**src/design/spectral_bin_excess_detector_core_macros.svh**
```systemverilog
// Assertion macros shared by the detector RTL.
// Needs nothing else; the synthesis build sees empty bodies.
`ifndef SPECTRAL_BIN_EXCESS_DETECTOR_CORE_MACROS_SVH
`define SPECTRAL_BIN_EXCESS_DETECTOR_CORE_MACROS_SVH
`ifndef SYNTHESIS
// same-cycle implication, held off during reset
`define SBED_ASSERT_IMP(label, clk, rst_n, ante, cons) \
  label: assert property (@(posedge clk) disable iff (!(rst_n)) (ante) |-> (cons)) \
    else $error("sbed: same-cycle check failed");
// next-cycle implication, held off during reset
`define SBED_ASSERT_NXT(label, clk, rst_n, ante, cons) \
  label: assert property (@(posedge clk) disable iff (!(rst_n)) (ante) |=> (cons)) \
    else $error("sbed: next-cycle check failed");
`else
`define SBED_ASSERT_IMP(label, clk, rst_n, ante, cons)
`define SBED_ASSERT_NXT(label, clk, rst_n, ante, cons)
`endif
`endif

```
**src/design/sbed_fifo.sv**
```systemverilog
// Small flop-based FIFO, used for the front-to-back queue and the result queue.
// No dependencies.
`default_nettype none
module sbed_fifo #(
  parameter int unsigned Width = 16,
  parameter int unsigned Depth = 4
) (
  input  logic                         clk_i,
  input  logic                         rst_ni,
  input  logic                         push_i,
  input  logic [Width-1:0]             wdata_i,
  input  logic                         pop_i,
  output logic [Width-1:0]             rdata_o,
  output logic                         empty_o,
  output logic [$clog2(Depth+1)-1:0]   count_o
);

  localparam int unsigned PtrW = $clog2(Depth);
  localparam int unsigned CntW = $clog2(Depth + 1);

  logic [Width-1:0] mem_q [Depth];
  logic [PtrW-1:0]  wr_ptr_q, rd_ptr_q;
  logic [CntW-1:0]  count_q;
  logic             do_push, do_pop;

  assign do_pop  = pop_i && (count_q != '0);
  assign do_push = push_i && (count_q != CntW'(Depth));

  always_ff @(posedge clk_i or negedge rst_ni) begin
    if (!rst_ni) begin
      wr_ptr_q <= '0;
      rd_ptr_q <= '0;
      count_q  <= '0;
    end else begin
      if (do_push) begin
        wr_ptr_q <= (wr_ptr_q == PtrW'(Depth - 1)) ? '0 : wr_ptr_q + 1'b1;
      end
      if (do_pop) begin
        rd_ptr_q <= (rd_ptr_q == PtrW'(Depth - 1)) ? '0 : rd_ptr_q + 1'b1;
      end
      if (do_push && !do_pop) begin
        count_q <= count_q + 1'b1;
      end else if (do_pop && !do_push) begin
        count_q <= count_q - 1'b1;
      end
    end
  end

  always_ff @(posedge clk_i) begin
    if (do_push) begin
      mem_q[wr_ptr_q] <= wdata_i;
    end
  end

  assign rdata_o = mem_q[rd_ptr_q];
  assign empty_o = (count_q == '0);
  assign count_o = count_q;

endmodule
`default_nettype wire

```
**config.mk**
```make
export PLATFORM = sky130hd
export DESIGN_NAME = sbed_fifo
export DESIGN_NICKNAME = d
export VERILOG_FILES = /design/src/design/spectral_bin_excess_detector_core_macros.svh /design/src/design/sbed_fifo.sv
export SDC_FILE = /design/constraint.sdc
export NUM_CORES = 1
export LEC_CHECK = 0
export BUFFER_PORTS_ARGS = -buffer_cell sky130_fd_sc_hd__buf_2
export CAP_MARGIN = 20
export CORE_UTILIZATION = 43
export DETAILED_ROUTE_END_ITERATION = 7
export PLACE_DENSITY_LB_ADDON = 0.2
export SYNTH_ARGS = -nofsm -noshare
export SYNTH_HDL_FRONTEND = slang
export SYNTH_SLANG_ARGS = --single-unit
```
**constraint.sdc**
```tcl
create_clock -name clk_i -period 1.8 [get_ports clk_i]
set_input_delay 0.18 -clock clk_i [delete_from_list [all_inputs] [get_ports clk_i]]
set_output_delay 0.18 -clock clk_i [all_outputs]
set_load 0.02 [all_outputs]
```
==> results of run 1 <==
## Yosys cell counts
cell	n	area share, %
dfrtp_1	7	6.3
nor3_1	2	0.36
nor2_2	1	0.22
fa_1	1	0.72
a21boi_2	1	0.40
a21oi_1	1	0.18
ha_1	6	2.7
a21o_2	1	0.31
buf_6	1	0.40
mux4_1	8	7.5
o31ai_4	1	0.76
mux2_2	4	1.6
xnor2_1	1	0.31
buf_12	1	0.72
and2_1	3	0.67
nand2_1	1	0.13
edfxtp_1	64	69
mux4_2	8	6.4
buf_2	2	0.36
nor2_1	2	0.27
xor2_1	2	0.63
inv_1	3	0.40
## through the flow
stage / TNS (ns) / instances / total power [mW] / cell area, um^2 / setup WS (ns)
6_report: -0.0252 / 269 / 6.05 / 3510 / -0.0252
5_1_grt: -0.578 / 269 / 6.40 / 3510 / -0.0980
4_1_cts: -0.288 / 266 / 5.69 / 3400 / -0.0433
3_5_place_dp: -0.0732 / 247 / 4.50 / 3190 / -0.0732
3_3_place_gp: 0 / 247 / 4.42 / 3190 / 0.0477
2_1_floorplan: -0.304 / 121 / 3.78 / 2810 / -0.0531
## logic make-up (layout without fill, tap and decap cells)
kind of cell    after synthesis  in the layout
compound gates                4              4
xor+xnor                      3              3
fa+ha+maj                     7              7
buf+inv                       7             78
flops                        71             71
mux                          20             20
simple gates                  9              9
## registers in the layout, summed over array words and instances (netlist names)
signal / count
count_o: 3
rd_ptr_q: 2
mem_q: 64
wr_ptr_q: 2
## area by class of cell
cell class	instances	share of cell area, %
clock buffers	10	3.64
repair buffers	60	13.9
inverters	3	0.321
clock inverters	5	1.43
well taps	77	2.75
multi-input cells	43	18.0
flip-flops and latches	71	59.9
## power breakdown
| group | leakage (nW) | switching [mW] | total, mW | internal [mW] |
|---|---|---|---|---|
| Sequential | 0.665 | 0.204 | 2.41 | 2.21 |
| Combinational | 0.531 | 1.18 | 2.49 | 1.31 |
| Clock | 0.0872 | 0.527 | 1.15 | 0.621 |
| Total | 1.28 | 1.91 | 6.05 | 4.14 |
## worst max-delay path by stage
| stage | startpoint | end | depth (start not counted) |
|---|---|---|---|
| final | count_o[2]$_DFFE_PN0P_ | count_o[2]$_DFFE_PN0P_ | 7 |
| after global routing | count_o[2]$_DFFE_PN0P_ | count_o[2]$_DFFE_PN0P_ | 7 |
| after CTS | count_o[1]$_DFFE_PN0P_ | count_o[2]$_DFFE_PN0P_ | 7 |
| after detailed placement | count_o[2]$_DFFE_PN0P_ | count_o[2]$_DFFE_PN0P_ | 7 |
| after global placement | count_o[2]$_DFFE_PN0P_ | count_o[2]$_DFFE_PN0P_ | 7 |
| after floorplan | count_o[2]$_DFFE_PN0P_ | count_o[2]$_DFFE_PN0P_ | 7 |
## metal layers
metal	track usage [%]	up-vias
li1	-	623
met2	26.6	26
met5	0	-
met4	8.28	0
met1	17.1	702
met3	4.07	7
## repair_timing
action,in CTS,in global routing
gates cloned,0,1
endpoints found under the setup margin,9,18
resized for setup,0,39
hold buffers,1,0
pin swaps,4,3
hold endpoints to repair,7,0
buffers inserted,3,2
## critical path, stage by stage (launching register included)
cell     delay (ns)
dfrtp_2        0.44
o31ai_4        0.27
ha_2           0.23
inv_2          0.04
fa_2           0.32
xor2_1         0.15
nor2_1         0.11
xor2_1         0.17
==> flow_summary.toml, run 1 <==
[run_status]
status = "complete, but fails checks"
violations = "setup timing"

[critical_path]
regToRegSetupSlack_ns = -0.03
crit_path_end_kind = "register"
timing.rr.end = "count_o[2]$_DFFE_PN0P_"
crit_path_start_kind = "register"
worstPathArrival_ns = 2.06
reg2reg_from = "count_o[2]$_DFFE_PN0P_"
critical_path_class = "reg2reg"
worstRegToRegCells = 7
required_ns = 2.04
worst-path-max-fanout = 3

[logic_synthesis]
synth_warnings = 0
synth_top_family_by_area = "multiplexers"
synthAdderAreaFrac_pct = 3.40
syn_nets = 148
ys_ff_latch = 71
syn_area_mm2 = 0.00280
muxShareOfSynthArea_pct = 15.6
synth_seq_area_share_pct = 74.9
synth-xor-area-share_pct = 0.939
synth_compound_area_share_pct = 1.65
synth-simple-area-share_pct = 1.65
synthCells = 121
synthDistinctLibCells = 22
syn_avg_cell_area_um2 = 23.1

[run]
drv_cap = 0

[pwr]
p_leak_nw = 1.28
ir_drop_mv = 0.961
p_per_area_mw_per_mm2 = 1720

[placement]
gp_congestion = 0.788
hpwl_mm = 3.07
io_buffers = 39

[routing]
wl_met3_um = 141
drc = 0
routed-wl-met2_mm = 2.46
wl_mm = 4.69
dr_total_vias = 1358
dr.pass1.iters = 6
detail-route-antenna-nets = 0
wl_per_cell_um = 17.4
drt-initial-drc-count = 72
viasPerCell = 5.05
wl_met1_mm = 2.03
highest_layer = "met4"

[clock_tree]
cts_tree = "yes"
insertion_delay_ns = 0.33
cts_root_buf = "clkbuf_8"
numCtsBuffers = 9
cts.path.max_buffers = 2
clk_pin_slew_worst_paths_ns = 0.06
cts_htree_levels = 3
clock-sinks = 71

[die]
io_pins = 40
core_area_mm2 = 0.00631
rows = 29
dieArea_mm2 = 0.00684
dieWidth_um = 82.7
die_h_um = 82.7
start_util_pct = 44.3

[sta]
timing.fmax_mhz = 548
slew_headroom_pct = 80.2
finalCriticalPeriod_ns = 1.83
worst_pin_slew_ns = 0.297
rsz0062_at_grt = "yes"
setup_ws_ns = -0.0252
period_share_pct = 101
setup_viol = 1
finClkSkew_ns = 0.00730
holdWs_ns = 0.0629
hold_viol_final = 0
drv_slew = 0

[layout]
multi_input_area_um2 = 633
final_common_cell = "edfxtp_1"
nets = 215
diodes = 0
area_growth_pct = 25.4
nFillCells = 504
register_area_mm2 = 0.00210
drive_above_1_share_pct = 53.6
mostFrequentLayoutCells = "edfxtp_1 (64), buf_2 (25), mux4_2 (16), buf_4 (16), buf_6 (15)"
final_core_util_pct = 55.6

[grt]
grt_start_max_net_pins = 17
grt_pass1_wl_mm = 7.10
grt_pass1_vias = 1441
antenna_found_initial = 0
overflow = 0
track_usage_pct = 15.3

[worst_hold_path]
hold_end = "mem_q[0][13]$_DFFE_PP_"
hold_depth = 1
hp-class = "in2reg"
hold_start = "wdata_i[13]"
(Power assumes the default switching activity.)
==> inputs of run 2 (changes only) <==
REMOVE_ABC_BUFFERS = 1   (was default)
==> run 2 against run 1 <==
Against the previous run: register-to-register slack worse by 0.07 ns; combinational power up 4%; largest power group unchanged; sequential share of layout area down 1.2 points; sequential power about the same; wire length up 0.83%; cell count unchanged; via count up 0.22%; first-iteration DRC count up 6.9%; flip-flop and latch count unchanged; the run still ends with setup timing left; final area up 2.0%; maximum frequency down 3.5%; die area unchanged.
==> flow_summary.toml, run 2 (synthesized netlist as in run 1, its figures left out) <==
[critical_path]
timing.critical_path.buf_inv = 1
critical_path_class = "reg2reg"
worstPathArrival_ns = 2.11
critPathSlowestCell = "dfrtp_2"
required_ns = 2.02
max_stage_delay_ns = 0.44
worst-path-max-fanout = 3
crit_top_cell = "xor2_1"
cp_top_family = "adder cells"
path_depth = 7
crit_path_start_kind = "register"
crit_chain = "o31ai_4 -> ha_2 -> inv_2 -> fa_2 -> xor2_1 -> nor2_1 -> xor2_1"
crit_path_end_kind = "register"
worstRegToRegCells = 7

[pwr]
p_clk_share_pct = 20.9
p_leak_nw = 1.31
p_seq_share_pct = 38.0
power.switching_fraction_pct = 31.0
ir_drop_mv = 0.907
switching_power_mw = 1.96
p_comb_share_pct = 41.1
p_int_mw = 4.37
total_power_mw = 6.33
p_per_area_mw_per_mm2 = 1770

[layout]
diodes = 0
regMostFlops = "mem_q"
largest_reg_flops = 64
mostFrequentLayoutCells = "edfxtp_1 (64), buf_2 (23), buf_6 (19)"
final_core_util_pct = 56.7
final_common_cell = "edfxtp_1"
drive_above_1_share_pct = 54.7
area_growth_pct = 27.9
nets = 214

[routing]
dr.pass1.iters = 4
drt-initial-drc-count = 77
drc = 0
dr_total_vias = 1361
viasPerCell = 5.06
wl_mm = 4.73
detail-route-antenna-nets = 0
wl_per_cell_um = 17.6

[sta]
slew_headroom_pct = 82.9
period_share_pct = 105
hold_viol_final = 0
setup_ws_ns = -0.0916
finalCriticalPeriod_ns = 1.89
rsz0062_at_grt = "yes"
setup_viol = 2
timing.fmax_mhz = 529
worst_pin_slew_ns = 0.257
finClkSkew_ns = 0.00950
drv_slew = 0

[grt]
overflow = 0
antenna_found_initial = 0
track_usage_pct = 15.8
grt_pass1_wl_mm = 7.28
grt_pass1_vias = 1489
grt_start_max_net_pins = 17

[placement]
gp_congestion = 0.720
io_buffers = 39
hpwl_mm = 3.06

[clock_tree]
cts.path.max_buffers = 2
clock-sinks = 71
insertion_delay_ns = 0.33
cts_tree = "yes"
numCtsBuffers = 9
cts_htree_levels = 3
cts_root_buf = "clkbuf_8"
clk_pin_slew_worst_paths_ns = 0.08

[run_status]
status = "complete, but fails checks"
violations = "setup timing"

[die]
start_util_pct = 44.3
io_pins = 40
die_h_um = 82.7
dieArea_mm2 = 0.00684
rows = 29
dieWidth_um = 82.7
core_area_mm2 = 0.00631

[run]
drv_cap = 0

[worst_hold_path]
hp-class = "in2reg"
hold_depth = 1
run 2: cell count changes in the layout (fill, tap and decap cells not counted), sizes merged:
cell,previous run,this run
buf,58,57
bufinv,1,2
clkbuf,11,10
clkinv,3,5
clkinvlp,1,0
run 2: worst reg2reg max path, cell delays in order (launching register included):
cell,delay [ns]
dfrtp_2,0.44
o31ai_4,0.28
ha_2,0.24
inv_2,0.04
fa_2,0.34
xor2_1,0.21
nor2_1,0.07
xor2_1,0.14
run 2: worst paths after layout:
path                                         startpoint                       to  slack, ns
worst max-delay path             count_o[2]$_DFFE_PN0P_   count_o[2]$_DFFE_PN0P_      -0.09
worst min-delay path                         wdata_i[6]    mem_q[0][6]$_DFFE_PP_       0.06
worst max register to register   count_o[2]$_DFFE_PN0P_   count_o[2]$_DFFE_PN0P_      -0.09
worst min register to register  wr_ptr_q[1]$_DFFE_PN0P_  wr_ptr_q[1]$_DFFE_PN0P_       0.58
max in group asynchronous                        rst_ni  rd_ptr_q[0]$_DFFE_PN0P_       1.41
min in group asynchronous                        rst_ni  wr_ptr_q[1]$_DFFE_PN0P_       0.21
run 2: final cells by class:
type                       instances  area [um^2]
timing repair buffer              59          522
fill                             503         2730
clock inverter                     7         87.6
multi-input combinational         43          637
inverter                           3         11.3
clock buffer                       9          124
sequential                        71         2100
tap                               77         96.3
run 2: repair_timing:
| item | CTS | global route |
|---|---|---|
| setup endpoints to repair | 18 | 18 |
| gates resized for setup | 40 | 17 |
| hold buffers | 1 | 0 |
| setup buffers | 3 | 1 |
| gates cloned | 2 | 0 |
| endpoints found under the hold margin | 7 | 0 |
| pin swaps | 3 | 1 |
run 2: power groups by stage:
stage               Combinational [mW]  Sequential [mW]  Clock (mW)
floorplan                         1.13             2.53           0
global placement                  2.01             2.37           0
detailed placement                2.08             2.41           0
CTS                               2.51             2.41        1.35
global route                      2.80             2.44        1.41
finish                            2.60             2.41        1.32
run 2: per-stage QoR:
stage	hold slack (ns)	TNS [ns]	area (um^2)	worst slack [ns]	cells
after global placement	0.0204	0	3190	0.0340	246
after detailed placement	0.0282	-0.271	3190	-0.183	246
after floorplan	-0.116	-2.22	2760	-0.164	117
after global routing	0.0557	-0.628	3580	-0.185	269
final	0.0634	-0.101	3580	-0.0916	269
after CTS	0.0459	-0.570	3530	-0.104	268
run 2: routing by layer:
metal  wire (um)  track usage (%)  vias up
met2        2550             26.6       32
met4         144             10.9        0
met3         186             3.63       12
met5           0                0        -
met1        1860             17.8      696
li1            -                -      621
==> inputs of run 3 (changes only) <==
PLACE_DENSITY = 0.73   (was default)
PLACE_DENSITY_LB_ADDON = default   (was 0.2)
==> run 3 against run 2 <==
Against the previous run: worst hold slack got worse by 0.0015 ns; first-iteration DRC count decreased by 22%; die area unchanged; maximum frequency fell by 1.1%; flip-flop and latch count unchanged; critical path depth is the same; sequential share of layout area increased by 1.0 points; the flow still finishes with violations (setup timing); clock skew fell by 0.0032 ns.
==> flow_summary.toml, run 3 (synthesized netlist as in run 1, its figures left out) <==
[routing]
drc = 0
wl_per_cell_um = 17.9
viasPerCell = 5.13
dr.pass1.iters = 4
drt-initial-drc-count = 60
wl_mm = 4.80
detail-route-antenna-nets = 0
dr_total_vias = 1374

[run_status]
violations = "setup timing"
status = "complete, but fails checks"

[placement]
pre_cts_slack_ns = -0.148
gp_congestion = 0.832
io_buffers = 39
hpwl_mm = 3.16
dp.cells = 245

[layout]
regMostFlops = "mem_q"
mostFrequentLayoutCells = "edfxtp_1 (64), buf_2 (23), mux4_2 (16), buf_6 (16), buf_4 (16)"
diodes = 0
area_growth_pct = 25.7
final_core_util_pct = 55.7
final_common_cell = "edfxtp_1"
nFillCells = 486
nets = 213
drive_above_1_share_pct = 52.9
final_cells = 268
largest_reg_flops = 64

[critical_path]
required_ns = 2.05
crit_path_end_kind = "register"
cp_top_family = "adder cells"
crit_path_start_kind = "register"
crit_chain = "o31ai_4 -> ha_2 -> inv_2 -> fa_2 -> xor2_1 -> nor2_1 -> xor2_1"
critical_path_class = "reg2reg"
critPathSlowestCell = "dfrtp_2"
max_stage_delay_ns = 0.45
timing.critical_path.buf_inv = 1
crit_top_cell = "xor2_1"
worstPathArrival_ns = 2.16
worst-path-max-fanout = 3

[die]
rows = 29
dieArea_mm2 = 0.00684
core_area_mm2 = 0.00631
dieWidth_um = 82.7
io_pins = 40
die_h_um = 82.7
start_util_pct = 44.3

[worst_hold_path]
hp-class = "in2reg"

[pwr]
total_power_mw = 6.18
p_per_area_mw_per_mm2 = 1760
ir_drop_mv = 1.22
p_leak_nw = 1.29

[sta]
drv_slew = 0
finClkSkew_ns = 0.00629
finalCriticalPeriod_ns = 1.91
setup_ws_ns = -0.113
period_share_pct = 106
timing.fmax_mhz = 523
rsz0062_at_grt = "yes"
hold_viol_final = 0
slew_headroom_pct = 70.4
setup_viol = 5
worst_pin_slew_ns = 0.444
timing.setup.tns_ns = -0.153

[clock_tree]
cts.path.max_buffers = 2
insertion_delay_ns = 0.33
clk_pin_slew_worst_paths_ns = 0.07
cts_root_buf = "clkbuf_8"
clock-sinks = 71
cts_htree_levels = 3
cts_tree = "yes"
numCtsBuffers = 9

[grt]
overflow = 0
track_usage_pct = 15.8
grt_pass1_wl_mm = 7.25
antenna_found_initial = 0
grt_start_max_net_pins = 19
grt_pass1_vias = 1449

[run]
drv_cap = 0
-- run 3: stage by stage --
step | hold slack [ns] | cell area [um^2]
detailed placement | 0.0261 | 3160
CTS | 0.0475 | 3500
floorplan | -0.116 | 2760
finish | 0.0619 | 3520
global route | 0.0408 | 3520
global placement | 0.0194 | 3160
-- run 3: report_power, final --
group	internal [mW]	leakage (nW)	switching (mW)
Clock	0.769	0.102	0.519
Sequential	2.21	0.665	0.251
Combinational	1.29	0.520	1.14
-- run 3: timing repair --
item,CTS,global route
setup buffers,4,1
hold buffers,1,0
hold endpoints to repair,7,0
endpoints found under the setup margin,18,18
pin swaps,4,0
cloned,1,0
gates resized for setup,46,4
-- run 3: area by class of cell --
class | count | area [um^2] | share of cell area, %
Clock inverter | 5 | 72.6 | 2.06
Timing Repair Buffer | 58 | 470 | 13.4
Clock buffer | 11 | 131 | 3.74
Sequential cell | 71 | 2100 | 59.8
Tap cell | 77 | 96.3 | 2.74
Multi-Input combinational cell | 43 | 633 | 18.0
Inverter | 3 | 11.3 | 0.320
-- run 3: final timing paths --
| path | start | endpoint | slack, ns | cells past startpoint |
|---|---|---|---|---|
| min | wdata_i[9] | mem_q[0][9]$_DFFE_PP_ | 0.06 | 1 |
| min reg2reg | wr_ptr_q[1]$_DFFE_PN0P_ | wr_ptr_q[1]$_DFFE_PN0P_ | 0.58 | 1 |
| max | count_o[0]$_DFFE_PN0P_ | count_o[2]$_DFFE_PN0P_ | -0.11 | 7 |
| max reg2reg | count_o[0]$_DFFE_PN0P_ | count_o[2]$_DFFE_PN0P_ | -0.11 | 7 |
| min in group asynchronous | rst_ni | wr_ptr_q[0]$_DFFE_PN0P_ | 0.21 | 2 |
| max in group asynchronous | rst_ni | rd_ptr_q[1]$_DFFE_PN0P_ | 1.41 | 2 |
-- run 3: routing by layer --
metal	GRT usage, %	wire, um	vias to the layer above
met3	7.14	259	10
met2	28.5	2630	43
met5	0	0	-
met4	4.66	57	0
li1	-	-	620
met1	16.4	1850	701
