--- config.mk ---
export PLATFORM = sky130hd
export DESIGN_NAME = sbed_back
export DESIGN_NICKNAME = d
export VERILOG_FILES = /design/src/design/spectral_bin_excess_detector_core_macros.svh /design/src/design/sbed_pkg.sv /design/src/design/sbed_ram.sv /design/src/design/sbed_back.sv
export SDC_FILE = /design/constraint.sdc
export NUM_CORES = 2
export LEC_CHECK = 0
export ABC_AREA = 1
export BUFFER_PORTS_ARGS = -buffer_cell sky130_fd_sc_hd__buf_2
export CORE_MARGIN = 2
export CORE_UTILIZATION = 45
export DETAILED_ROUTE_END_ITERATION = 10
export PLACE_DENSITY = 0.57
export REMOVE_ABC_BUFFERS = 1
export SETUP_SLACK_MARGIN = 0.05
export SYNTH_ARGS = -nofsm -noshare
export SYNTH_HDL_FRONTEND = slang
export SYNTH_SLANG_ARGS = --single-unit
export TNS_END_PERCENT = 1
--- constraint.sdc ---
create_clock -name clk_i -period 13.4 [get_ports clk_i]
set_input_delay 1.34 -clock clk_i [delete_from_list [all_inputs] [get_ports clk_i]]
set_output_delay 1.34 -clock clk_i [all_outputs]
set_load 0.02 [all_outputs]
--- src/design/spectral_bin_excess_detector_core_macros.svh ---
// Assertion macros shared by the detector RTL.
// Needs nothing else; the synthesis build sees empty bodies.
`ifndef SPECTRAL_BIN_EXCESS_DETECTOR_CORE_MACROS_SVH
`define SPECTRAL_BIN_EXCESS_DETECTOR_CORE_MACROS_SVH
`ifndef SYNTHESIS
// same-cycle implication, held off during reset
`define SBED_ASSERT_IMP(label, clk, rst_n, ante, cons) \
  label: assert property (@(posedge clk) disable iff (!(rst_n)) (ante) |-> (cons)) \
    else $error("sbed: same-cycle check failed");
// next-cycle implication, held off during reset
`define SBED_ASSERT_NXT(label, clk, rst_n, ante, cons) \
  label: assert property (@(posedge clk) disable iff (!(rst_n)) (ante) |=> (cons)) \
    else $error("sbed: next-cycle check failed");
`else
`define SBED_ASSERT_IMP(label, clk, rst_n, ante, cons)
`define SBED_ASSERT_NXT(label, clk, rst_n, ante, cons)
`endif
`endif

--- src/design/sbed_pkg.sv ---
// Shared types, constants and helpers of the spectral bin excess detector.
// No dependencies; imported by the top, the front and the back end.
`default_nettype none
package sbed_pkg;

  localparam int unsigned BinsDefault = 64;
  localparam int unsigned BinW        = 6;
  localparam int unsigned CoordW      = 16;
  localparam int unsigned PowerW      = 2 * CoordW;
  localparam int unsigned ExpW        = 5;
  localparam int unsigned FracW       = 3;
  localparam int unsigned LevelW      = ExpW + FracW;
  localparam int unsigned ExcessW     = 8;
  localparam int unsigned FracQ       = 8;
  localparam int unsigned BaseW       = 16;
  localparam int unsigned FloorW      = 31;
  localparam int unsigned GainW       = 8;
  localparam int unsigned ShiftW      = 4;
  localparam int unsigned CfgIdxW     = 3;
  localparam int unsigned CfgDataW    = 31;

  localparam int unsigned MidDepth    = 8;
  localparam int unsigned MidCntW     = $clog2(MidDepth + 1);
  localparam int unsigned OutDepth    = 4;
  localparam int unsigned OutCntW     = $clog2(OutDepth + 1);

  localparam logic [BaseW-1:0]  BaseMax           = 16'hFFFF;
  localparam logic [FloorW-1:0] PowerFloorReset   = '0;
  localparam logic [GainW-1:0]  DevGainReset      = 8'd48;
  localparam logic [BaseW-1:0]  TrigMarginReset   = 16'd256;
  localparam logic [ShiftW-1:0] AdaptShiftReset   = 4'd4;
  localparam logic [BaseW-1:0]  DevFloorReset     = 16'd64;

  typedef enum logic [CfgIdxW-1:0] {
    CfgPowerFloor = 3'd0,
    CfgDevGain    = 3'd1,
    CfgTrigMargin = 3'd2,
    CfgAdaptShift = 3'd3,
    CfgDevFloor   = 3'd4
  } cfg_reg_e;

  typedef struct packed {
    logic [FloorW-1:0] power_floor;
    logic [GainW-1:0]  dev_gain;
    logic [BaseW-1:0]  trigger_margin;
    logic [ShiftW-1:0] adapt_shift;
    logic [BaseW-1:0]  dev_floor;
  } cfg_t;

  // classified item handed from front to back
  typedef struct packed {
    logic [BinW-1:0]   bin;
    logic              learn;
    logic              in_range;
    logic [LevelW-1:0] level;
  } mid_item_t;

  typedef struct packed {
    logic [BinW-1:0]    bin;
    logic [LevelW-1:0]  level;
    logic [ExcessW-1:0] excess;
  } res_item_t;

  // position of the highest set bit, 0 for a zero word
  function automatic logic [ExpW-1:0] msb_index(input logic [PowerW-1:0] v);
    logic [ExpW-1:0] idx;
    idx = '0;
    for (int i = 0; i < PowerW; i++) begin
      if (v[i]) idx = ExpW'(i);
    end
    return idx;
  endfunction

endpackage
`default_nettype wire

--- src/design/sbed_ram.sv ---
// Generic single-write, single-read RAM with registered read data.
// No dependencies; a read and a write to one address in a cycle return old data.
`default_nettype none
module sbed_ram #(
  parameter int unsigned Width = 32,
  parameter int unsigned Depth = 64
) (
  input  logic                       clk_i,
  input  logic                       wr_en_i,
  input  logic [$clog2(Depth)-1:0]   wr_addr_i,
  input  logic [Width-1:0]           wr_data_i,
  input  logic                       rd_en_i,
  input  logic [$clog2(Depth)-1:0]   rd_addr_i,
  output logic [Width-1:0]           rd_data_o
);

  logic [Width-1:0] mem_q [Depth];
  logic [Width-1:0] rd_data_q;

  always_ff @(posedge clk_i) begin
    if (wr_en_i) begin
      mem_q[wr_addr_i] <= wr_data_i;
    end
    if (rd_en_i) begin
      rd_data_q <= mem_q[rd_addr_i];
    end
  end

  assign rd_data_o = rd_data_q;

endmodule
`default_nettype wire

--- src/design/sbed_back.sv ---
// Back end: baseline read-modify-write per bin, trigger compare and excess.
// Depends on sbed_pkg and sbed_ram; issues into the result queue by credit.
`default_nettype none
module sbed_back
  import sbed_pkg::*;
#(
  parameter int unsigned BINS = BinsDefault
) (
  input  logic               clk_i,
  input  logic               rst_ni,
  input  cfg_t               cfg_i,
  input  logic               mid_empty_i,
  input  mid_item_t          mid_item_i,
  output logic               mid_pop_o,
  input  logic [OutCntW-1:0] out_count_i,
  output logic               res_push_o,
  output res_item_t          res_item_o
);

  localparam int unsigned UsedBins = (BINS < (1 << BinW)) ? BINS : (1 << BinW);
  localparam int unsigned AddrW    = $clog2(UsedBins);
  localparam int unsigned ProdW    = GainW + BaseW;
  localparam int unsigned TrigW    = ProdW - 3;
  localparam int unsigned SW       = BaseW + 2;

  logic                  pop;
  logic [OutCntW:0]      credit_used;
  logic [AddrW-1:0]      rd_addr, b2_addr;
  logic                  vbit_d;
  logic [2*BaseW-1:0]    rd_data;

  logic                  b2_v_q, b2_vbit_q;
  mid_item_t             b2_item_q;
  logic                  b3_v_q;
  mid_item_t             b3_item_q;
  logic [BaseW-1:0]      b3_mean_q;
  logic [ProdW-1:0]      b3_prod_q;

  logic [UsedBins-1:0]   valid_q;
  logic                  lw_v_q;
  logic [AddrW-1:0]      lw_addr_q;
  logic [BaseW-1:0]      lw_mean_q, lw_dev_q;

  logic                  fwd, we;
  logic [BaseW-1:0]      mean_cur, dev_cur, ad, mean_new, dev_new;
  logic signed [SW-1:0]  x_s, d_s, mstep_s, mean_s, ddiff_s, dstep_s, dev_s;
  logic [ProdW-1:0]      prod_d;
  logic [TrigW-1:0]      x_t, trig, diff;

  // ---- stage 1: pop and read the baseline
  assign credit_used = {1'b0, out_count_i} + (OutCntW+1)'(b2_v_q) + (OutCntW+1)'(b3_v_q);
  assign pop       = !mid_empty_i && (credit_used < (OutCntW+1)'(OutDepth));
  assign mid_pop_o = pop;
  assign rd_addr   = mid_item_i.bin[AddrW-1:0];
  assign vbit_d    = mid_item_i.in_range && valid_q[rd_addr];

  always_ff @(posedge clk_i or negedge rst_ni) begin
    if (!rst_ni) begin
      b2_v_q  <= 1'b0;
      b3_v_q  <= 1'b0;
      valid_q <= '0;
      lw_v_q  <= 1'b0;
    end else begin
      b2_v_q <= pop;
      b3_v_q <= b2_v_q;
      if (we) begin
        valid_q[b2_addr] <= 1'b1;
        lw_v_q           <= 1'b1;
      end
    end
  end

  always_ff @(posedge clk_i) begin
    if (pop) begin
      b2_item_q <= mid_item_i;
      b2_vbit_q <= vbit_d;
    end
    if (we) begin
      lw_addr_q <= b2_addr;
      lw_mean_q <= mean_new;
      lw_dev_q  <= dev_new;
    end
    b3_item_q <= b2_item_q;
    b3_mean_q <= mean_cur;
    b3_prod_q <= prod_d;
  end

  sbed_ram #(
    .Width (2 * BaseW),
    .Depth (UsedBins)
  ) u_base_ram (
    .clk_i     (clk_i),
    .wr_en_i   (we),
    .wr_addr_i (b2_addr),
    .wr_data_i ({mean_new, dev_new}),
    .rd_en_i   (pop && mid_item_i.in_range),
    .rd_addr_i (rd_addr),
    .rd_data_o (rd_data)
  );

  // ---- stage 2: baseline with bypass of the write made as it was read
  assign b2_addr = b2_item_q.bin[AddrW-1:0];
  assign fwd     = lw_v_q && (lw_addr_q == b2_addr);
  assign we      = b2_v_q && b2_item_q.learn && b2_item_q.in_range;

  always_comb begin
    mean_cur = '0;
    dev_cur  = '0;
    if (b2_item_q.in_range) begin
      if (fwd) begin
        mean_cur = lw_mean_q;
        dev_cur  = lw_dev_q;
      end else if (b2_vbit_q) begin
        mean_cur = rd_data[2*BaseW-1:BaseW];
        dev_cur  = rd_data[BaseW-1:0];
      end
    end
  end

  assign prod_d = cfg_i.dev_gain * dev_cur;

  always_comb begin
    x_s     = $signed({2'b00, b2_item_q.level, {FracQ{1'b0}}});
    d_s     = x_s - $signed({2'b00, mean_cur});
    ad      = d_s[SW-1] ? BaseW'(-d_s) : d_s[BaseW-1:0];
    mstep_s = d_s >>> cfg_i.adapt_shift;
    mean_s  = $signed({2'b00, mean_cur}) + mstep_s;
    ddiff_s = $signed({2'b00, ad}) - $signed({2'b00, dev_cur});
    dstep_s = ddiff_s >>> cfg_i.adapt_shift;
    dev_s   = $signed({2'b00, dev_cur}) + dstep_s;

    if (mean_s[SW-1]) begin
      mean_new = '0;
    end else if (mean_s[BaseW]) begin
      mean_new = BaseMax;
    end else begin
      mean_new = mean_s[BaseW-1:0];
    end

    if (dev_s < $signed({2'b00, cfg_i.dev_floor})) begin
      dev_new = cfg_i.dev_floor;
    end else if (dev_s[BaseW]) begin
      dev_new = BaseMax;
    end else begin
      dev_new = dev_s[BaseW-1:0];
    end
  end

  // ---- stage 3: trigger and excess
  assign x_t  = TrigW'({b3_item_q.level, {FracQ{1'b0}}});
  assign trig = TrigW'(b3_mean_q) + TrigW'(b3_prod_q >> 4) + TrigW'(cfg_i.trigger_margin);
  assign diff = x_t - trig;

  always_comb begin
    res_item_o        = '0;
    res_item_o.bin    = b3_item_q.bin;
    res_item_o.level  = b3_item_q.level;
    res_item_o.excess = (x_t > trig) ? diff[FracQ +: ExcessW] : '0;
  end
  assign res_push_o = b3_v_q;

endmodule
`default_nettype wire

==> impl_metrics.toml <==
[synthesis]
synth.distinct_cells = 61
synthesis.yosys.warnings = 0
syn_avg_cell_area_um2 = 11.9
synthTopCellsByArea = "sky130_fd_sc_hd__edfxtp_1, sky130_fd_sc_hd__o21ai_0, sky130_fd_sc_hd__nor2_1"
yosysTopAreaCell = "sky130_fd_sc_hd__edfxtp_1"
synthesis.area_mm2 = 0.0975
synthArstFlopShare = 0.0298
synth_top_area_share = 0.658
synth_sequential_area_ratio = 0.685
synth_enable_flop_cells = 2135
postSynthCellCount = 8209
ys_seq_elements = 2252
synth_flop_cell = "sky130_fd_sc_hd__edfxtp_1"

[placed_design]
dpl-instance-area_mm2 = 0.102
detailed_place_hpwl_mm = 165
io_buffers = 89
place.gp.congestion = 0.891

[power]
fin_total_pwr_mw = 18.0
p_leak_nw = 37.1
power-per-cell-area_mw_per_mm2 = 165
worst_voltage_drop_across_the_vdd_grid_v = 0.000152

[worst_hold_path]
worst_hold_path.num_cells = 0
worst_min_path_start = "b2_item_q[5]"
hp-class = "flip-flop to flip-flop"
worstHoldEndpoint = "res_item_o[13]"

[cts]
cts_tree = "yes"
post_cts_buffers = 0
holdBufCountCts = 0
cts_repair_resize_count = 0
root_buffer_selected_by_cts = "sky130_fd_sc_hd__clkbuf_16"
path_clk_slew_ns = 0.06
insertion_delay_ns = 0.90
clock_sink_count = 2252
htree_levels = 4
cts_max_path_buffers = 3
cts_made_buffers = 221

[detailed_routing]
drc_violation_count_after_routing = 0
wl_per_cell_um = 26.7
ant_nets = 0
drt-pass1-iter-count = 6
detailroute.via_count = 66500
drt-initial-drc-count = 7324
route.final.wire_length_mm = 300
routed_via_density = 5.93

[grt]
grtUsageMet3 = 0.0400
grt_overflow_total = 0
grt.total_usage = 0.266
antenna_found_initial = 17
grt.met1_usage = 0.363
grt-busiest-layer = "met2"
grtUsageMet2 = 0.434
vias_in_the_first_global_route = 63500
grt_max_degree = 173
grt_pass1_wl_mm = 433

[floorplanning]
placement_rows = 170
die_area_mm2 = 0.220
ports = 121
floorplan.die.height_um = 469
placeableCoreArea_mm2 = 0.215
die_width_um = 469
starting_density = 0.453

[layout]
num-nets-final = 8522
n_fill_cell = 18700
post-route-util = 0.506
post_route_cells_drive_above_1_share = 0.100
final_design_area_no_fill_mm2 = 0.109
area.growth.synth_to_final_pct = 11.6

[setup_path]
r2r_start = "b2_addr[3]"
worst-r2r-cell-count = 60
critical-path-max-stage-delay_ns = 0.84
start_kind = "flip-flop"
criticalPathCategory = "flip-flop to flip-flop"
critical_path_arrival_ns = 12.64
cp_data_required_time_ns = 14.01
worst-path-max-fanout = 43
worst_path_max_delay_cell = "sky130_fd_sc_hd__o21ai_4"
setup.reg_to_reg.worst_slack_ns = 1.37
worstSetupEndpointType = "flip-flop"
crit_path_frequent_cell = "sky130_fd_sc_hd__nand2_1"
worst_r2r_endpoint = "u_base_ram.mem_q[15][15]"

[sta]
number_of_failing_hold_endpoints_at_the_final_stage = 0
clock_skew_ns = 0.0355
setup_violations = 0
worst_pin_slew_ns = 1.29
grt_setup_unrepaired = "no"
maxSlewHeadroom = 0.140
finalMaxSlewViolations = 0
peak_clock_frequency_supported_by_timing_ghz = 0.0831
final_min_period_over_clock_period = 0.898
period_needed_ns = 12.03
final.setup.tns_ns = 0

[job]
cap_violations = 0

[run_status]
run_status = "completed"
==> cell type report <==
type | count | area [µm²] | share of cell area
Inverter | 334 | 1280 | 0.0118
Tap cell | 2838 | 3550 | 0.0326
Multi-Input combinational cell | 5108 | 28100 | 0.259
Antenna cell | 12 | 30.0 | 0.000276
Clock inverter | 125 | 1190 | 0.0110
Clock buffer | 283 | 5910 | 0.0543
Sequential cell | 2252 | 66800 | 0.614
Timing Repair Buffer | 266 | 1900 | 0.0175
==> per-stage QoR <==
stage | std cells | hold slack (ns) | setup WS (ns)
floorplan | 7694 | 0.355 | -2.52
global placement | 10800 | 0.406 | 1.50
detailed placement | 10800 | 0.398 | 1.54
CTS | 11200 | 0.419 | 1.50
global route | 11200 | 0.428 | 0.176
finish | 11200 | 0.413 | 1.37
==> logic make-up after synthesis <==
| family | Yosys count | synth area share |
|---|---|---|
| buf+inv | 849 | 0.0336 |
| fa+ha+maj | 242 | 0.0391 |
| compound gates | 2363 | 0.133 |
| simple gates | 2414 | 0.100 |
| flops | 2252 | 0.685 |
| xor+xnor | 89 | 0.00827 |
==> report_power, final <==
part	internal, mW	leakage, nW	total [mW]	switching, mW
sequential	8.69	20.6	8.72	0.0214
combinational	0.682	13.1	3.16	2.48
clock	3.41	3.46	6.09	2.68
==> cells in the final DEF (no fill, tap or decap), types with 8 or more instances in the layout <==
cell type                   Yosys  routed
sky130_fd_sc_hd__nand2_1      461     461
sky130_fd_sc_hd__dfrtp_1       67      67
sky130_fd_sc_hd__nor2_4         4      68
sky130_fd_sc_hd__diode_2        0      12
sky130_fd_sc_hd__inv_1        311     293
sky130_fd_sc_hd__buf_2         24      83
sky130_fd_sc_hd__a31oi_1        8       8
sky130_fd_sc_hd__edfxtp_1    2135    2135
sky130_fd_sc_hd__ha_1         138     138
sky130_fd_sc_hd__xor2_1        58      58
sky130_fd_sc_hd__clkinv_1       1      43
sky130_fd_sc_hd__nor3_1        28      23
sky130_fd_sc_hd__o21ai_2       15      14
sky130_fd_sc_hd__nand3b_1       8       8
sky130_fd_sc_hd__a21oi_1      146     146
sky130_fd_sc_hd__bufinv_16      0      15
sky130_fd_sc_hd__xnor2_1       29      29
sky130_fd_sc_hd__o21ai_0     1455    1440
sky130_fd_sc_hd__nor2_1      1621    1557
sky130_fd_sc_hd__o21ai_4        0      17
sky130_fd_sc_hd__inv_2         20      34
sky130_fd_sc_hd__nand3_1      172     172
sky130_fd_sc_hd__o32ai_1       39      34
sky130_fd_sc_hd__nand4_1       12      12
sky130_fd_sc_hd__nand3_2       11      11
sky130_fd_sc_hd__clkbuf_16      0     225
sky130_fd_sc_hd__nand2_2       17      17
sky130_fd_sc_hd__fa_1         104     104
sky130_fd_sc_hd__dfxtp_1       50      50
sky130_fd_sc_hd__o22ai_1      639     639
sky130_fd_sc_hd__o21ai_1       15      14
sky130_fd_sc_hd__buf_4          6     172
sky130_fd_sc_hd__or2_2         58      58
sky130_fd_sc_hd__clkbuf_1     448      52
sky130_fd_sc_hd__clkinv_2       0      43
==> sequential cells by signal (all words and copies together), names as in the netlist <==
name	flops
b3_prod_q	20
lw_v_q	1
u_base_ram.mem_q	2048
b2_v_q	1
b3_mean_q	16
lw_addr_q	6
b2_addr	6
valid_q	64
lw_mean_q	16
lw_dev_q	16
u_base_ram.rd_data_o	32
res_item_o	14
b2_vbit_q	1
b2_item_q	10
res_push_o	1
==> worst max path at each step <==
stage / start / endpoint / slack, ns / depth (start not counted)
final: b2_addr[3] / u_base_ram.mem_q[15][15] / 1.37 / 60
after detailed placement: b2_addr[3] / lw_dev_q[15] / 1.54 / 60
after floorplan: mid_item_i[10] / u_base_ram.rd_data_o[21] / -2.52 / 7
after CTS: b2_addr[4] / u_base_ram.mem_q[3][15] / 1.50 / 60
after global placement: b2_addr[3] / lw_dev_q[15] / 1.50 / 60
after global routing: b2_addr[3] / u_base_ram.mem_q[2][15] / 0.18 / 60
==> metal layers <==
layer	part of all wire	up-vias
li1	-	29700
met1	0.42	33700
met2	0.47	2597
met3	0.074	477
met4	0.037	10
met5	0.00022	-
==> worst max-delay path, delay by kind of cell (launching register included) <==
kind / cells / cell delay, ns
simple gates: 23 / 2.86
fa+ha+maj: 4 / 1.31
compound gates: 17 / 4.26
buf+inv: 14 / 2.27
xor+xnor: 2 / 0.42
flops: 1 / 0.53
==> synthesized netlist by cell type (3+ instances only) <==
library cell	n
sky130_fd_sc_hd__a21o_1	5
sky130_fd_sc_hd__nand2_2	17
sky130_fd_sc_hd__a21oi_1	146
sky130_fd_sc_hd__o22ai_1	639
sky130_fd_sc_hd__o21ai_0	1455
sky130_fd_sc_hd__o21a_1	7
sky130_fd_sc_hd__o21ai_2	15
sky130_fd_sc_hd__nor2_4	4
sky130_fd_sc_hd__buf_6	4
sky130_fd_sc_hd__nor2_2	6
sky130_fd_sc_hd__edfxtp_1	2135
sky130_fd_sc_hd__buf_2	24
sky130_fd_sc_hd__nand2_1	461
sky130_fd_sc_hd__nand3b_1	8
sky130_fd_sc_hd__o21bai_1	6
sky130_fd_sc_hd__buf_4	6
sky130_fd_sc_hd__dfrtp_1	67
sky130_fd_sc_hd__inv_1	311
sky130_fd_sc_hd__nand4_1	12
sky130_fd_sc_hd__nand2_4	3
sky130_fd_sc_hd__a21boi_1	3
sky130_fd_sc_hd__nand3_2	11
sky130_fd_sc_hd__dfxtp_1	50
sky130_fd_sc_hd__o21ai_1	15
sky130_fd_sc_hd__buf_1	33
sky130_fd_sc_hd__nor4_1	3
sky130_fd_sc_hd__ha_1	138
sky130_fd_sc_hd__nand3_1	172
sky130_fd_sc_hd__o211ai_1	6
sky130_fd_sc_hd__a31oi_1	8
sky130_fd_sc_hd__o32ai_1	39
sky130_fd_sc_hd__nor2_1	1621
sky130_fd_sc_hd__xor2_1	58
sky130_fd_sc_hd__or2_2	58
sky130_fd_sc_hd__inv_2	20
sky130_fd_sc_hd__a221oi_1	4
sky130_fd_sc_hd__clkbuf_1	448
sky130_fd_sc_hd__nor3_1	28
sky130_fd_sc_hd__fa_1	104
sky130_fd_sc_hd__xnor2_1	29
No activity file was read; power rests on OpenSTA's default activity.
